File: src/rtl/core/podu_pkg.sv
// ----------------------------------------------------------------------------
// podu_pkg
// Shared types, constants and dither matrices of the pixel ordered dither unit.
// ----------------------------------------------------------------------------
package podu_pkg;

  localparam int unsigned CoordW   = 12;
  localparam int unsigned ChanW    = 8;
  localparam int unsigned RandW    = 15;
  localparam int unsigned DitherW  = 3;
  localparam int unsigned NoiseW   = 9;
  localparam int unsigned CfgIdxW  = 2;
  localparam int unsigned CfgDataW = 4;

  localparam logic [ChanW-1:0]  ChanSatLimit = 8'd247;
  localparam logic [ChanW-1:0]  ChanMax      = 8'hff;
  localparam logic [ChanW-1:0]  ChanStepMask = 8'hf8;
  localparam logic [5:0]        NoiseLowFill = 6'h20;
  localparam logic [DitherW-1:0] GreenRotOfs = 3'd3;
  localparam logic [DitherW-1:0] BlueRotOfs  = 3'd5;
  localparam logic [DitherW-1:0] ConstDither = 3'd7;

  typedef enum logic [CfgIdxW-1:0] {
    CFG_DITHER_MODE = 2'd0,
    CFG_RGB_SELECT  = 2'd1,
    CFG_HOLD_NOISE  = 2'd2,
    CFG_FIELD_SHIFT = 2'd3
  } cfg_idx_e;

  localparam logic [1:0] RgbSelRotate = 2'd2;

  // upper mode bits: colour source
  typedef enum logic [1:0] {
    CSRC_MAGIC  = 2'd0,
    CSRC_BAYER  = 2'd1,
    CSRC_RANDOM = 2'd2,
    CSRC_CONST  = 2'd3
  } csrc_e;

  // lower mode bits: alpha source
  typedef enum logic [1:0] {
    ASRC_MATRIX = 2'd0,
    ASRC_INVERT = 2'd1,
    ASRC_NOISE  = 2'd2,
    ASRC_ZERO   = 2'd3
  } asrc_e;

  typedef struct packed {
    logic [3:0] dither_mode;
    logic [1:0] rgb_select;
    logic       hold_noise;
    logic       field_shift;
  } cfg_t;

  typedef struct packed {
    logic [RandW-1:0]   color_dither;
    logic [DitherW-1:0] alpha_dither;
  } dither_t;

  function automatic logic [DitherW-1:0] magic4(input logic [3:0] idx);
    logic [DitherW-1:0] v;
    case (idx)
      4'd0:  v = 3'd0;  4'd1:  v = 3'd6;  4'd2:  v = 3'd1;  4'd3:  v = 3'd7;
      4'd4:  v = 3'd4;  4'd5:  v = 3'd2;  4'd6:  v = 3'd5;  4'd7:  v = 3'd3;
      4'd8:  v = 3'd3;  4'd9:  v = 3'd5;  4'd10: v = 3'd2;  4'd11: v = 3'd4;
      4'd12: v = 3'd7;  4'd13: v = 3'd1;  4'd14: v = 3'd6;  4'd15: v = 3'd0;
      default: v = 3'd0;
    endcase
    return v;
  endfunction

  function automatic logic [DitherW-1:0] bayer4(input logic [3:0] idx);
    logic [DitherW-1:0] v;
    case (idx)
      4'd0:  v = 3'd0;  4'd1:  v = 3'd4;  4'd2:  v = 3'd1;  4'd3:  v = 3'd5;
      4'd4:  v = 3'd4;  4'd5:  v = 3'd0;  4'd6:  v = 3'd5;  4'd7:  v = 3'd1;
      4'd8:  v = 3'd3;  4'd9:  v = 3'd7;  4'd10: v = 3'd2;  4'd11: v = 3'd6;
      4'd12: v = 3'd7;  4'd13: v = 3'd3;  4'd14: v = 3'd6;  4'd15: v = 3'd2;
      default: v = 3'd0;
    endcase
    return v;
  endfunction

endpackage

File: src/rtl/core/podu_if.sv
// ----------------------------------------------------------------------------
// podu_if
// Pixel and result stream interfaces with valid/ready handshake.
// ----------------------------------------------------------------------------
interface podu_pix_if;
  logic                              valid;
  logic                              ready;
  logic [podu_pkg::CoordW-1:0]       pos_x;
  logic [podu_pkg::CoordW-1:0]       pos_y;
  logic [podu_pkg::ChanW-1:0]        red_in;
  logic [podu_pkg::ChanW-1:0]        green_in;
  logic [podu_pkg::ChanW-1:0]        blue_in;
  logic [podu_pkg::RandW-1:0]        noise_random;
  logic [podu_pkg::RandW-1:0]        color_random;

  modport source (output valid, pos_x, pos_y, red_in, green_in, blue_in,
                  noise_random, color_random, input ready);
  modport sink   (input valid, pos_x, pos_y, red_in, green_in, blue_in,
                  noise_random, color_random, output ready);
endinterface

interface podu_res_if;
  logic                              valid;
  logic                              ready;
  logic [podu_pkg::ChanW-1:0]        red_out;
  logic [podu_pkg::ChanW-1:0]        green_out;
  logic [podu_pkg::ChanW-1:0]        blue_out;
  logic [podu_pkg::RandW-1:0]        color_dither;
  logic [podu_pkg::DitherW-1:0]      alpha_dither;

  modport source (output valid, red_out, green_out, blue_out, color_dither,
                  alpha_dither, input ready);
  modport sink   (input valid, red_out, green_out, blue_out, color_dither,
                  alpha_dither, output ready);
endinterface

File: src/rtl/core/podu_dither_sel.sv
// ----------------------------------------------------------------------------
// podu_dither_sel
// Matrix lookup and mode decode for the colour and alpha dither values.
// ----------------------------------------------------------------------------
module podu_dither_sel (
  input  podu_pkg::cfg_t                   cfg_i,
  input  logic [1:0]                       x_lo_i,
  input  logic [2:0]                       y_lo_i,
  input  logic [podu_pkg::RandW-1:0]       color_random_i,
  input  logic [podu_pkg::DitherW-1:0]     noise_i,
  output podu_pkg::dither_t                dither_o
);

  logic [1:0]                   y_sel;
  logic [3:0]                   idx;
  logic [podu_pkg::DitherW-1:0] mag;
  logic [podu_pkg::DitherW-1:0] bay;
  logic [podu_pkg::DitherW-1:0] mat;
  podu_pkg::csrc_e              csrc;
  podu_pkg::asrc_e              asrc;

  assign y_sel = cfg_i.field_shift ? y_lo_i[2:1] : y_lo_i[1:0];
  assign idx   = {y_sel, x_lo_i};
  assign mag   = podu_pkg::magic4(idx);
  assign bay   = podu_pkg::bayer4(idx);
  assign csrc  = podu_pkg::csrc_e'(cfg_i.dither_mode[3:2]);
  assign asrc  = podu_pkg::asrc_e'(cfg_i.dither_mode[1:0]);
  // alpha matrix: bayer for mode groups 4..7 and 12..15
  assign mat   = cfg_i.dither_mode[2] ? bay : mag;

  always_comb begin
    case (csrc)
      podu_pkg::CSRC_MAGIC:  dither_o.color_dither = podu_pkg::RandW'(mag);
      podu_pkg::CSRC_BAYER:  dither_o.color_dither = podu_pkg::RandW'(bay);
      podu_pkg::CSRC_RANDOM: dither_o.color_dither = color_random_i;
      podu_pkg::CSRC_CONST:  dither_o.color_dither = podu_pkg::RandW'(podu_pkg::ConstDither);
      default:               dither_o.color_dither = '0;
    endcase
    case (asrc)
      podu_pkg::ASRC_MATRIX: dither_o.alpha_dither = mat;
      podu_pkg::ASRC_INVERT: dither_o.alpha_dither = ~mat;
      podu_pkg::ASRC_NOISE:  dither_o.alpha_dither = noise_i;
      podu_pkg::ASRC_ZERO:   dither_o.alpha_dither = '0;
      default:               dither_o.alpha_dither = '0;
    endcase
  end

endmodule

File: src/rtl/core/podu_round.sv
// ----------------------------------------------------------------------------
// podu_round
// Rounds one channel up to the next multiple of 8 when the comparand is below
// its low three bits, saturating at full scale.
// ----------------------------------------------------------------------------
module podu_round (
  input  logic [podu_pkg::ChanW-1:0] chan_i,
  input  logic [podu_pkg::RandW-1:0] cmp_i,
  output logic [podu_pkg::ChanW-1:0] chan_o
);

  logic fire;

  assign fire = (cmp_i[podu_pkg::RandW-1:3] == '0) && (cmp_i[2:0] < chan_i[2:0]);

  always_comb begin
    if (!fire) begin
      chan_o = chan_i;
    end else if (chan_i > podu_pkg::ChanSatLimit) begin
      chan_o = podu_pkg::ChanMax;
    end else begin
      chan_o = (chan_i & podu_pkg::ChanStepMask) + podu_pkg::ChanW'(8);
    end
  end

endmodule

File: src/rtl/core/pixel_ordered_dither_unit.sv
// ----------------------------------------------------------------------------
// pixel_ordered_dither_unit
// Per-pixel ordered / random colour and alpha dither with channel rounding.
// ----------------------------------------------------------------------------
// One pixel per clock while the result side is ready: a pixel is captured in the
// input register, the matrix lookup, mode decode and channel rounding run in
// a single combinational pass, and the result lands in the output register.
// Either register accepts a new word whenever it is empty or its word is
// being taken in the same cycle, so a stalled output still lets one pixel in.
// The noise register reloads as each pixel passes the dither stage, unless held.
// Configuration must be written while no pixel is in flight.
// ----------------------------------------------------------------------------
module pixel_ordered_dither_unit (
  input  logic                           clk_i,
  input  logic                           rst_ni,
  input  logic                           cfg_we_i,
  input  logic [podu_pkg::CfgIdxW-1:0]   cfg_idx_i,
  input  logic [podu_pkg::CfgDataW-1:0]  cfg_wdata_i,
  podu_pix_if.sink                       pix,
  podu_res_if.source                     res
);

  podu_pkg::cfg_t cfg_q;
  podu_pkg::cfg_idx_e cfg_idx;

  logic                           in_valid_q;
  logic [1:0]                     x_lo_q;
  logic [2:0]                     y_lo_q;
  logic [podu_pkg::ChanW-1:0]     red_q, green_q, blue_q;
  logic [2:0]                     nrand_q;
  logic [podu_pkg::RandW-1:0]     crand_q;

  logic [podu_pkg::NoiseW-1:0]    noise_q, noise_d;
  logic [podu_pkg::DitherW-1:0]   noise_cur;

  logic                           out_valid_q;
  logic [podu_pkg::ChanW-1:0]     red_out_q, green_out_q, blue_out_q;
  logic [podu_pkg::RandW-1:0]     cd_q;
  logic [podu_pkg::DitherW-1:0]   ad_q;

  logic                           in_fire, mid_fire, out_ready;
  podu_pkg::dither_t              dither;
  logic [podu_pkg::DitherW-1:0]   rot_g, rot_b;
  logic [podu_pkg::RandW-1:0]     cmp_g, cmp_b;
  logic [podu_pkg::ChanW-1:0]     red_d, green_d, blue_d;

  assign cfg_idx = podu_pkg::cfg_idx_e'(cfg_idx_i);

  always_ff @(posedge clk_i or negedge rst_ni) begin
    if (!rst_ni) begin
      cfg_q <= '0;
    end else if (cfg_we_i) begin
      case (cfg_idx)
        podu_pkg::CFG_DITHER_MODE: cfg_q.dither_mode <= cfg_wdata_i;
        podu_pkg::CFG_RGB_SELECT:  cfg_q.rgb_select  <= cfg_wdata_i[1:0];
        podu_pkg::CFG_HOLD_NOISE:  cfg_q.hold_noise  <= cfg_wdata_i[0];
        podu_pkg::CFG_FIELD_SHIFT: cfg_q.field_shift <= cfg_wdata_i[0];
        default: ;
      endcase
    end
  end

  // handshake
  assign out_ready = !out_valid_q || res.ready;
  assign pix.ready = !in_valid_q || out_ready;
  assign in_fire   = pix.valid && pix.ready;
  assign mid_fire  = in_valid_q && out_ready;

  always_ff @(posedge clk_i or negedge rst_ni) begin
    if (!rst_ni) begin
      in_valid_q <= 1'b0;
    end else if (pix.ready) begin
      in_valid_q <= pix.valid;
    end
  end

  always_ff @(posedge clk_i) begin
    if (in_fire) begin
      x_lo_q  <= pix.pos_x[1:0];
      y_lo_q  <= pix.pos_y[2:0];
      red_q   <= pix.red_in;
      green_q <= pix.green_in;
      blue_q  <= pix.blue_in;
      nrand_q <= pix.noise_random[2:0];
      crand_q <= pix.color_random;
    end
  end

  // noise register
  assign noise_d   = cfg_q.hold_noise ? noise_q : {nrand_q, podu_pkg::NoiseLowFill};
  assign noise_cur = noise_d[podu_pkg::NoiseW-1:6];

  always_ff @(posedge clk_i or negedge rst_ni) begin
    if (!rst_ni) begin
      noise_q <= '0;
    end else if (mid_fire) begin
      noise_q <= noise_d;
    end
  end

  podu_dither_sel u_sel (
    .cfg_i          (cfg_q),
    .x_lo_i         (x_lo_q),
    .y_lo_i         (y_lo_q),
    .color_random_i (crand_q),
    .noise_i        (noise_cur),
    .dither_o       (dither)
  );

  // rotated comparands wrap within three bits
  assign rot_g = dither.color_dither[2:0] + podu_pkg::GreenRotOfs;
  assign rot_b = dither.color_dither[2:0] + podu_pkg::BlueRotOfs;

  always_comb begin
    if (cfg_q.rgb_select == podu_pkg::RgbSelRotate) begin
      cmp_g = podu_pkg::RandW'(rot_g);
      cmp_b = podu_pkg::RandW'(rot_b);
    end else begin
      cmp_g = dither.color_dither;
      cmp_b = dither.color_dither;
    end
  end

  podu_round u_round_r (.chan_i(red_q),   .cmp_i(dither.color_dither), .chan_o(red_d));
  podu_round u_round_g (.chan_i(green_q), .cmp_i(cmp_g),               .chan_o(green_d));
  podu_round u_round_b (.chan_i(blue_q),  .cmp_i(cmp_b),               .chan_o(blue_d));

  always_ff @(posedge clk_i or negedge rst_ni) begin
    if (!rst_ni) begin
      out_valid_q <= 1'b0;
    end else if (out_ready) begin
      out_valid_q <= in_valid_q;
    end
  end

  always_ff @(posedge clk_i) begin
    if (mid_fire) begin
      red_out_q   <= red_d;
      green_out_q <= green_d;
      blue_out_q  <= blue_d;
      cd_q        <= dither.color_dither;
      ad_q        <= dither.alpha_dither;
    end
  end

  assign res.valid        = out_valid_q;
  assign res.red_out      = red_out_q;
  assign res.green_out    = green_out_q;
  assign res.blue_out     = blue_out_q;
  assign res.color_dither = cd_q;
  assign res.alpha_dither = ad_q;

  a_noise_hold : assert property (@(posedge clk_i) disable iff (!rst_ni)
    mid_fire && cfg_q.hold_noise |=> $stable(noise_q))
    else $error("noise register changed while held");

  a_noise_reload : assert property (@(posedge clk_i) disable iff (!rst_ni)
    mid_fire && !cfg_q.hold_noise |=> noise_q[5:0] == podu_pkg::NoiseLowFill)
    else $error("noise reload pattern wrong");

  a_narrow_dither : assert property (@(posedge clk_i) disable iff (!rst_ni)
    out_valid_q && cfg_q.dither_mode[3:2] != podu_pkg::CSRC_RANDOM
      |-> cd_q[podu_pkg::RandW-1:3] == '0)
    else $error("non-random colour dither exceeds three bits");

  a_mid_to_out : assert property (@(posedge clk_i) disable iff (!rst_ni)
    mid_fire |=> out_valid_q)
    else $error("pixel lost between stages");

endmodule

File: src/flat_wrapper.sv
// flat-port wrapper written by rule: the top's interface ports become plain ports
module pixel_ordered_dither_unit_flat 
  (clk_i, rst_ni, cfg_we_i, cfg_idx_i, cfg_wdata_i, pix_valid, pix_pos_x, pix_pos_y, pix_red_in, pix_green_in, pix_blue_in, pix_noise_random, pix_color_random, pix_ready, res_valid, res_red_out, res_green_out, res_blue_out, res_color_dither, res_alpha_dither, res_ready);
  podu_pix_if pix_i ();
  podu_res_if res_i ();
  input  logic clk_i;
  input  logic rst_ni;
  input  logic cfg_we_i;
  input  logic [podu_pkg::CfgIdxW-1:0] cfg_idx_i;
  input  logic [podu_pkg::CfgDataW-1:0] cfg_wdata_i;
  input wire logic [$bits(pix_i.valid)-1:0] pix_valid;
  input wire logic [$bits(pix_i.pos_x)-1:0] pix_pos_x;
  input wire logic [$bits(pix_i.pos_y)-1:0] pix_pos_y;
  input wire logic [$bits(pix_i.red_in)-1:0] pix_red_in;
  input wire logic [$bits(pix_i.green_in)-1:0] pix_green_in;
  input wire logic [$bits(pix_i.blue_in)-1:0] pix_blue_in;
  input wire logic [$bits(pix_i.noise_random)-1:0] pix_noise_random;
  input wire logic [$bits(pix_i.color_random)-1:0] pix_color_random;
  output wire logic [$bits(pix_i.ready)-1:0] pix_ready;
  output wire logic [$bits(res_i.valid)-1:0] res_valid;
  output wire logic [$bits(res_i.red_out)-1:0] res_red_out;
  output wire logic [$bits(res_i.green_out)-1:0] res_green_out;
  output wire logic [$bits(res_i.blue_out)-1:0] res_blue_out;
  output wire logic [$bits(res_i.color_dither)-1:0] res_color_dither;
  output wire logic [$bits(res_i.alpha_dither)-1:0] res_alpha_dither;
  input wire logic [$bits(res_i.ready)-1:0] res_ready;
  assign pix_i.valid = pix_valid;
  assign pix_i.pos_x = pix_pos_x;
  assign pix_i.pos_y = pix_pos_y;
  assign pix_i.red_in = pix_red_in;
  assign pix_i.green_in = pix_green_in;
  assign pix_i.blue_in = pix_blue_in;
  assign pix_i.noise_random = pix_noise_random;
  assign pix_i.color_random = pix_color_random;
  assign pix_ready = pix_i.ready;
  assign res_valid = res_i.valid;
  assign res_red_out = res_i.red_out;
  assign res_green_out = res_i.green_out;
  assign res_blue_out = res_i.blue_out;
  assign res_color_dither = res_i.color_dither;
  assign res_alpha_dither = res_i.alpha_dither;
  assign res_i.ready = res_ready;
  pixel_ordered_dither_unit u_core (.clk_i(clk_i), .rst_ni(rst_ni), .cfg_we_i(cfg_we_i), .cfg_idx_i(cfg_idx_i), .cfg_wdata_i(cfg_wdata_i), .pix(pix_i), .res(res_i));
endmodule
File: config.mk
export PLATFORM = sky130hd
export DESIGN_NAME = pixel_ordered_dither_unit_flat
export DESIGN_NICKNAME = d
export VERILOG_FILES = /design/src/rtl/core/podu_pkg.sv /design/src/rtl/core/podu_if.sv /design/src/rtl/core/podu_dither_sel.sv /design/src/rtl/core/podu_round.sv /design/src/rtl/core/pixel_ordered_dither_unit.sv /design/src/flat_wrapper.sv
export SDC_FILE = /design/constraint.sdc
export NUM_CORES = 1
export LEC_CHECK = 0
export BUFFER_PORTS_ARGS = -buffer_cell sky130_fd_sc_hd__buf_2
export CAP_MARGIN = 25
export CORE_ASPECT_RATIO = 0.75
export CORE_MARGIN = 3
export CORE_UTILIZATION = 45
export CTS_CLUSTER_DIAMETER = 50
export DETAILED_ROUTE_END_ITERATION = 12
export GPL_ROUTABILITY_DRIVEN = 0
export PLACE_DENSITY = 0.82
export SLEW_MARGIN = 20
export SYNTH_ARGS = -nofsm -noshare
export SYNTH_HDL_FRONTEND = slang
export SYNTH_SLANG_ARGS = --single-unit
File: constraint.sdc
create_clock -name clk_i -period 4.52 [get_ports clk_i]
set_clock_uncertainty 0.15 [all_clocks]
set_input_delay 0 -clock clk_i [delete_from_list [all_inputs] [get_ports clk_i]]
set_output_delay 0 -clock clk_i [all_outputs]
set_load 0.01 [all_outputs]
==> flow_summary.toml, run 1 <==
[route]
final_antenna_net_count = 0
wl_met1_mm = 3.883
met2_length_mm = 4.669
wl_met3_um = 430
highest_layer = "met4"
via_count = 2968
drt_wl_total_mm = 9.201
post-route-drc-count = 0
drtIter0Drc = 179
routedWlPerCell_um = 15.23
vias_per_cell = 4.914
first_pass_iters = 4

[logic_synthesis]
yosys_warnings = 0
syn-instance-count = 296
synth_top_area_share_pct = 61.59
synth_cell_types = 51
netlist_area_um2 = 4339
ys_async_sr_fraction_pct = 12.75
synth_edf_count = 89
synth_area_leader_cell = "edfxtp_1"
synth-seq-area-share_pct = 69.09
ys_ff_latch = 102
yosys_most_used_dff = "edfxtp_1"
synth_nets = 394
synth.area.top_cells = "edfxtp_1 (62%), dfrtp_1 (7.5%), mux2_2 (3.6%)"
avgSynthCellArea_um2 = 14.66

[timing]
setup_ws_ns = 0.7502
slew_viol_final = 0
fin_tns_setup_ns = 0
setup_viol = 0
fmax_mhz = 265.3
rsz0062_at_grt = "false"
hold_viol = 0
slew_headroom_pct = 44.49
period_share_pct = 83.40
tightest_slew_ns = 0.8310
finalCriticalPeriod_ns = 3.770

[die]
fp.dieH_um = 91.04
die_area_um2 = 10870
die_w_um = 119.4
io-pin-count = 133
design.core.area_um2 = 9234
start_util_pct = 46.99
rows = 30

[clock_network]
htree_levels = 3
postCtsSetupBuffers = 0
clkSinkCount = 102
cts_tree = "done"
ctsResizeCount = 0
clk_path_buf_depth = 2
clock_latency_ns = 0.34
cts_buffers = 9
cts-root-buf = "clkbuf_16"
clkSlewWorstSetupHoldPaths_ns = 0.06

[finish]
final_net_count = 569
instances_no_fill = 604
mostFrequentLayoutCells = "buf_2 (101), edfxtp_1 (89), dlygate4sd3_1 (65), nand2_1 (18), nor2_1 (16)"
nFillCells = 696
final_area_um2 = 5931
antenna-diode-count = 0
area_delta_synth_final_pct = 36.68
layout_commonest_cell = "buf_2"
drive_gt1_share_pct = 30.88

[grt]
grt-ovfl-total = 0
grt_max_degree = 48
grt_pass1_vias = 3110
grt_pass1_wl_mm = 14.79
track_usage_pct = 17.69
antenna_found_initial = 0

[place]
placed_area_um2 = 4985
dp_cells = 522
port_buffers = 101
dp_hpwl_mm = 6.108
place_ws_ns = 0.7581

[critical_path]
end_kind = "register"
critPathArrivalTime_ns = 3.71
startpoint_type = "register"
path_class = "register to register"
critPathMaxFanout = 11
required_ns = 4.46

[worst_hold_path]
hold_path.class = "input port to register"

[outcome]
status = "completed"

[power_and_ir_drop]
p_leak_uw = 0.002403
p_per_area_nw_per_um2 = 415.0
ir_worst_vdd_mv = 0.2215
power_uw = 2461

[run]
drv_cap = 0
## power by group
group,internal (uW),switching [uW],leakage (uW)
registers,1160,56.9,0.00101
clock network,368,322,0.000125
logic,262,288,0.00127
## kinds of logic (layout without fill, tap and decap cells)
group,after synthesis,in the layout,share of synthesized area (%)
multiplexers,24,24,6.459
adder cells (fa/ha/maj),11,11,3.085
buffers and inverters,13,193,1.470
flip-flops,102,102,69.09
AND/OR/NAND/NOR,93,93,11.59
XOR/XNOR,6,6,1.211
AO/OA/AOI/OAI,47,47,7.094
## layout make-up
class	count	area, um2	area share (%)
flip-flops and latches	102	2998	50.55
clock inverters	7	41.29	0.6962
clock buffers	9	225.2	3.797
repair buffers	168	1191	20.08
well taps	128	160.2	2.700
multi-input cells	181	1281	21.60
inverters	9	33.78	0.5696
## timing repair
item	4_1_cts	5_1_grt
endpoints found under the hold margin	70	0
endpoints found under the setup margin	0	0
hold buffers	65	0
## critical path: stages (launching register included)
cell,delay [ns]
dfrtp_1,0.44
mux2i_4,0.36
o22ai_1,0.15
a21oi_2,0.38
ha_1,0.31
nand2_1,0.06
nand2_1,0.05
ha_1,0.25
or2_2,0.26
a21boi_0,0.50
nor2_1,0.29
nor3_1,0.22
a21boi_1,0.09
## cells in the mapped netlist (3+ instances only)
library cell   n
nand3_1        9
o21ai_0        9
nand2b_1       7
nand2_1       18
mux2i_1        7
mux2_2        14
nor2b_1        6
nor4_1         3
and3_1         5
xnor2_1        5
and2_1        15
inv_1          9
nor2_1        16
dfrtp_1       13
edfxtp_1      89
a211oi_1       3
a21o_1         5
a31oi_1        4
a21oi_1       12
ha_1           9
## path summary, 6_finish.rpt
kind / slack [ns] / start / depth (start not counted) / end
worst max-delay path: 0.75 / u_core.cfg_q[0]$_DFFE_PN0P_ / 12 / u_core.res.blue_out[6]$_DFFE_PP_
worst min-delay path: 0.21 / pix_pos_y[0] / 2 / u_core.y_lo_q[0]$_DFFE_PP_
worst max register to register: 0.75 / u_core.cfg_q[0]$_DFFE_PN0P_ / 12 / u_core.res.blue_out[6]$_DFFE_PP_
worst min register to register: 0.34 / u_core.in_valid_q$_DFFE_PN0N_ / 1 / u_core.res.valid$_DFFE_PN0P_
max in group asynchronous: 3.23 / rst_ni / 3 / u_core.cfg_q[2]$_DFFE_PN0P_
min in group asynchronous: 0.59 / rst_ni / 3 / u_core.cfg_q[1]$_DFFE_PN0P_
## registers in the layout (all words and copies together) (netlist names), 8 cells and up
register                 flops
u_core.cfg_q                 8
u_core.res.color_dither     15
u_core.res.red_out           8
u_core.green_q               8
u_core.blue_q                8
u_core.red_q                 8
u_core.res.green_out         8
u_core.crand_q              15
u_core.res.blue_out          8
## metal layers
metal	GRT usage [%]	vias up
met4	7.817	0
met5	0	-
met2	30.23	103
met1	20.76	1384
met3	5.168	18
li1	-	1463
## per-stage QoR
stage	hold slack (ns)	util [%]
after floorplan	-0.4456	-
after global placement	-0.2533	53.98
after detailed placement	-0.2490	53.98
after CTS	0.1963	63.92
after global routing	0.2071	64.23
final	0.2096	64.23
(Power assumes the default switching activity.)
==> inputs of run 2 (changes only) <==
--- a/config.mk
+++ b/config.mk
@@ -13,7 +13,7 @@
 export CTS_CLUSTER_DIAMETER = 50
 export DETAILED_ROUTE_END_ITERATION = 12
 export GPL_ROUTABILITY_DRIVEN = 0
-export PLACE_DENSITY = 0.82
+export PLACE_DENSITY = 0.85
 export SLEW_MARGIN = 20
 export SYNTH_ARGS = -nofsm -noshare
 export SYNTH_HDL_FRONTEND = slang
==> constraint.sdc (replaced) <==
create_clock -name clk_i -period 3.4 [get_ports clk_i]
set_clock_uncertainty 0.15 [all_clocks]
set_input_delay 0 -clock clk_i [delete_from_list [all_inputs] [get_ports clk_i]]
set_output_delay 0 -clock clk_i [all_outputs]
set_load 0.01 [all_outputs]
==> flow_summary.toml, run 2 (same netlist as run 1, synthesis figures left out) <==
[outcome]
status = "completed"

[die]
fp.dieH_um = 91.04
io-pin-count = 133
start_util_pct = 46.99
design.core.area_um2 = 9234
rows = 30
die_area_um2 = 10870
die_w_um = 119.4

[clock_network]
clk_path_buf_depth = 2
htree_levels = 3
cts_buffers = 9
clock_latency_ns = 0.34
cts-root-buf = "clkbuf_16"
clkSlewWorstSetupHoldPaths_ns = 0.07
clkSinkCount = 102
cts_tree = "done"

[finish]
antenna-diode-count = 0
nFillCells = 669
register_area_um2 = 2999
area_delta_synth_final_pct = 39.48
layout_commonest_cell = "buf_2"
drive_gt1_share_pct = 34.23
final_net_count = 578
instances_no_fill = 613
multi_input_area_um2 = 1313
mostFrequentLayoutCells = "buf_2 (101), edfxtp_1 (89), dlygate4sd3_1 (65), nand2_1 (17), mux2_2 (14)"

[critical_path]
critPathMaxFanout = 4
critPathArrivalTime_ns = 3.15
path_class = "register to register"
startpoint = "u_core.cfg_q[0]$_DFFE_PN0P_"
startpoint_type = "register"
cpPeakStageDelay_ns = 0.41
critPathSlowestCell = "dfrtp_2"
crit_chain = "mux2i_4 > mux2_4 > nor2_2 > ha_1 > nand2_1 > nand2_2 > ha_1 > or2_2 > a21boi_2 > buf_4 > o21ai_4 > nor2_2 > mux2_4"
required_ns = 3.34
r2r-start = "u_core.cfg_q[0]$_DFFE_PN0P_"
end_kind = "register"

[grt]
antenna_found_initial = 0
grt_max_degree = 48
grt_pass1_vias = 3077
grt_pass1_wl_mm = 14.74
track_usage_pct = 17.41
grt-ovfl-total = 0

[timing]
setup_ws_ns = 0.1927
slew_headroom_pct = 46.96
slew_viol_final = 0
timing.hold.ws_ns = 0.2067
hold_viol = 0
fmax_mhz = 311.8
setup_viol = 0
period_share_pct = 94.33
finalCriticalPeriod_ns = 3.207
tightest_slew_ns = 0.7940

[power_and_ir_drop]
sw_frac_of_total_pct = 26.39
p_int_uw = 2532
pwr-share-clk_pct = 30.1
p_leak_uw = 0.002475
p_per_area_nw_per_um2 = 568.3
ir_worst_vdd_mv = 0.2833
p_comb_share_pct = 22.8
p_sw_uw = 907.7
seqPwrFrac_pct = 47.1

[place]
port_buffers = 101
dp_cells = 530
place_ws_ns = 0.03665
dp_hpwl_mm = 6.007

[route]
final_antenna_net_count = 0
via_count = 2973
vias_per_cell = 4.850
post-route-drc-count = 0
drt_wl_total_mm = 9.064
first_pass_iters = 4
drtIter0Drc = 211
routedWlPerCell_um = 14.79

[worst_hold_path]
hold_path.class = "input port to register"
hold_start = "pix_pos_y[0]"

[run]
drv_cap = 0
run 2: cell types whose count changed in the layout (fill, tap and decap cells not counted), sizes merged:
cell | before | now
buf | 103 | 112
bufinv | 0 | 1
clkbuf | 9 | 10
clkinv | 4 | 2
clkinvlp | 3 | 1
inv | 9 | 11
run 2: power by group through the flow:
stage               logic [uW]  clock network (uW)  registers (uW)
detailed placement         683                   0            1650
finish                     784                1040            1620
CTS                        754                1060            1620
global route               871                1110            1640
floorplan                  427                   0            1680
global placement           656                   0            1640
run 2: repair_timing:
action                     CTS  global route
hold endpoints to repair    70             0
setup endpoints to repair    0            15
setup buffers                0             2
gates resized for setup      0            11
hold buffers                65             0
run 2: path summary, 6_finish.rpt:
kind                       slack (ns)                               end  cells after the start
min in group asynchronous        0.57     u_core.noise_q[7]$_DFFE_PN0P_                      3
setup reg to reg                 0.19  u_core.res.blue_out[7]$_DFFE_PP_                     13
setup / recovery                 0.19  u_core.res.blue_out[7]$_DFFE_PP_                     13
hold / removal                   0.21        u_core.y_lo_q[0]$_DFFE_PP_                      2
hold reg to reg                  0.35      u_core.res.valid$_DFFE_PN0P_                      1
max in group asynchronous        2.11       u_core.cfg_q[0]$_DFFE_PN0P_                      3
run 2: worst max-delay path: cells and delay by family, from the launching register on:
kind                     cells  cell delay (ns)
AND/OR/NAND/NOR              5             0.63
AO/OA/AOI/OAI                2             0.18
buffers and inverters        1             0.14
adder cells (fa/ha/maj)      2             0.49
flip-flops                   1             0.41
multiplexers                 3             0.96
run 2: layout make-up:
cell class / instances / area share [%]
inverters: 9 / 0.5582
repair buffers: 177 / 20.47
multi-input cells: 181 / 21.69
well taps: 128 / 2.646
clock buffers: 10 / 3.949
flip-flops and latches: 102 / 49.56
clock inverters: 6 / 1.137
run 2: metal layers:
layer / routed length (um) / GRT usage (%) / up-vias
met4: 185 / 6.292 / 0
met1: 3869 / 20.60 / 1388
met2: 4606 / 30.47 / 90
met3: 403 / 4.795 / 20
met5: 0 / 0 / -
li1: - / - / 1475
run 2: stage by stage:
stage               utilization [%]  setup TNS (ns)  area [um2]  power (uW)
global placement              54.63               0        5045        2297
global route                  65.54        -0.02515        6052        3623
floorplan                         -               0        4339        2104
finish                        65.54               0        6052        3439
detailed placement            54.63               0        5045        2330
CTS                           65.01               0        6003        3438
==> inputs of run 3 (changes only) <==
--- a/config.mk
+++ b/config.mk
@@ -13,7 +13,8 @@
 export CTS_CLUSTER_DIAMETER = 50
 export DETAILED_ROUTE_END_ITERATION = 12
 export GPL_ROUTABILITY_DRIVEN = 0
-export PLACE_DENSITY = 0.85
+export GPL_TIMING_DRIVEN = 0
+export PLACE_DENSITY = 0.82
 export SLEW_MARGIN = 20
 export SYNTH_ARGS = -nofsm -noshare
 export SYNTH_HDL_FRONTEND = slang
==> constraint.sdc (replaced) <==
create_clock -name clk_i -period 3.65 [get_ports clk_i]
set_clock_uncertainty 0.15 [all_clocks]
set_input_delay 0 -clock clk_i [delete_from_list [all_inputs] [get_ports clk_i]]
set_output_delay 0 -clock clk_i [all_outputs]
set_load 0.01 [all_outputs]
==> flow_summary.toml, run 3 (same netlist as run 1, synthesis figures left out) <==
[finish]
antenna-diode-count = 0
final_net_count = 576
layout_commonest_cell = "buf_2"
area_delta_synth_final_pct = 38.81
utilization_pct = 65.23
drive_gt1_share_pct = 31.68
mostFrequentLayoutCells = "buf_2 (101), edfxtp_1 (89), dlygate4sd3_1 (65), nand2_1 (18), nor2_1 (16)"

[power_and_ir_drop]
p_leak_uw = 0.002452
power_uw = 3153
ir_worst_vdd_mv = 0.3079
p_per_area_nw_per_um2 = 523.5

[grt]
grt_pass1_vias = 3047
grt-ovfl-total = 0
grt_max_degree = 30
track_usage_pct = 17.04
grt_pass1_wl_mm = 14.44
antenna_found_initial = 0

[route]
via_count = 3005
vias_per_cell = 4.918
routedWlPerCell_um = 14.85
drt_wl_total_mm = 9.073
drtIter0Drc = 231
final_antenna_net_count = 0
post-route-drc-count = 0
first_pass_iters = 4

[clock_network]
cts_tree = "done"
htree_levels = 3
clkSinkCount = 102
cts_buffers = 9
clock_latency_ns = 0.33
clkSlewWorstSetupHoldPaths_ns = 0.07
cts-root-buf = "clkbuf_16"
clk_path_buf_depth = 2

[critical_path]
critPathTopFamily = "multiplexers"
critPathSlowestCell = "dfrtp_1"
critPathArrivalTime_ns = 3.37
crit_chain = "mux2i_4 > mux2_4 > nor2_1 > o21ai_0 > xnor2_1 > ha_1 > a221oi_1 > nor2b_1 > nand3_1 > mux2_2"
path_class = "register to register"
critPathMaxFanout = 5
cpPeakStageDelay_ns = 0.46
required_ns = 3.59
startpoint_type = "register"
cp_num_buf_inv = 0
end_kind = "register"

[worst_hold_path]
hold_path.class = "input port to register"

[die]
start_util_pct = 46.99
fp.dieH_um = 91.04
design.core.area_um2 = 9234
rows = 30
io-pin-count = 133
die_area_um2 = 10870
die_w_um = 119.4

[timing]
slew_viol_final = 0
period_share_pct = 93.86
timing.hold.ws_ns = 0.2175
slew_headroom_pct = 60.17
finalCriticalPeriod_ns = 3.426
rsz0062_at_grt = "false"
fin_tns_setup_ns = 0
tightest_slew_ns = 0.5955
hold_viol = 0
setup_viol = 0
fmax_mhz = 291.9

[place]
port_buffers = 101
dp_hpwl_mm = 6.077

[outcome]
status = "completed"

[run]
drv_cap = 0
[run 3: cell count changes in the layout (fill, tap and decap cells not counted), sizes merged]
cell      change
buf           -3
clkbuf        +2
clkinv        -1
clkinvlp      +1
inv           -1
[run 3: worst reg2reg max path, stage by stage (launching register included)]
cell	delay, ns
dfrtp_1	0.46
mux2i_4	0.34
mux2_4	0.36
nor2_1	0.22
o21ai_0	0.14
xnor2_1	0.15
ha_1	0.31
a221oi_1	0.41
nor2b_1	0.26
nand3_1	0.11
mux2_2	0.27
[run 3: per-layer routing]
layer / part of all wire (%) / vias to the layer above / GRT usage, %
met1: 42 / 1422 / 20.02
met5: 0 / - / 0
met2: 50 / 100 / 29.38
li1: - / 1468 / -
met4: 1.8 / 0 / 6.578
met3: 6.1 / 15 / 5.230
[run 3: report_power, final]
part           internal, uW  switching, uW
clock                   533            395
combinational           353            358
sequential             1440           72.6
total                  2330            825
[run 3: final cells by class]
cell class,instances,area (um2)
flip-flops and latches,102,2998
well taps,128,160.2
inverters,9,33.78
repair buffers,171,1219
clock inverters,5,58.81
plain buffers,4,30.03
clock buffers,11,232.7
multi-input cells,181,1291
fillers,694,3211
[run 3: what timing repair did]
action / in CTS / in global routing
resized for setup: 2 / 1
hold buffers: 65 / 0
buffers inserted: 0 / 3
hold endpoints to repair: 70 / 0
endpoints found under the setup margin: 7 / 10
[run 3: through the flow]
stage | setup slack (ns) | instances | cell area, um2
2_1_floorplan | 0.3112 | 296 | 4339
3_3_place_gp | -0.03063 | 525 | 5005
3_5_place_dp | -0.1448 | 527 | 5047
4_1_cts | 0.08040 | 608 | 5997
5_1_grt | 0.01228 | 611 | 6023
6_report | 0.2240 | 611 | 6023
[run 3: path summary, 6_finish.rpt]
check	start	to	depth (start not counted)	slack, ns
hold reg to reg	u_core.in_valid_q$_DFFE_PN0N_	u_core.res.valid$_DFFE_PN0P_	1	0.35
min in group asynchronous	rst_ni	u_core.noise_q[7]$_DFFE_PN0P_	3	0.58
hold / removal	pix_red_in[4]	u_core.red_q[4]$_DFFE_PP_	2	0.22
setup reg to reg	u_core.cfg_q[0]$_DFFE_PN0P_	u_core.res.green_out[7]$_DFFE_PP_	10	0.22
setup / recovery	u_core.cfg_q[0]$_DFFE_PN0P_	u_core.res.green_out[7]$_DFFE_PP_	10	0.22
max in group asynchronous	rst_ni	u_core.res.valid$_DFFE_PN0P_	3	2.39
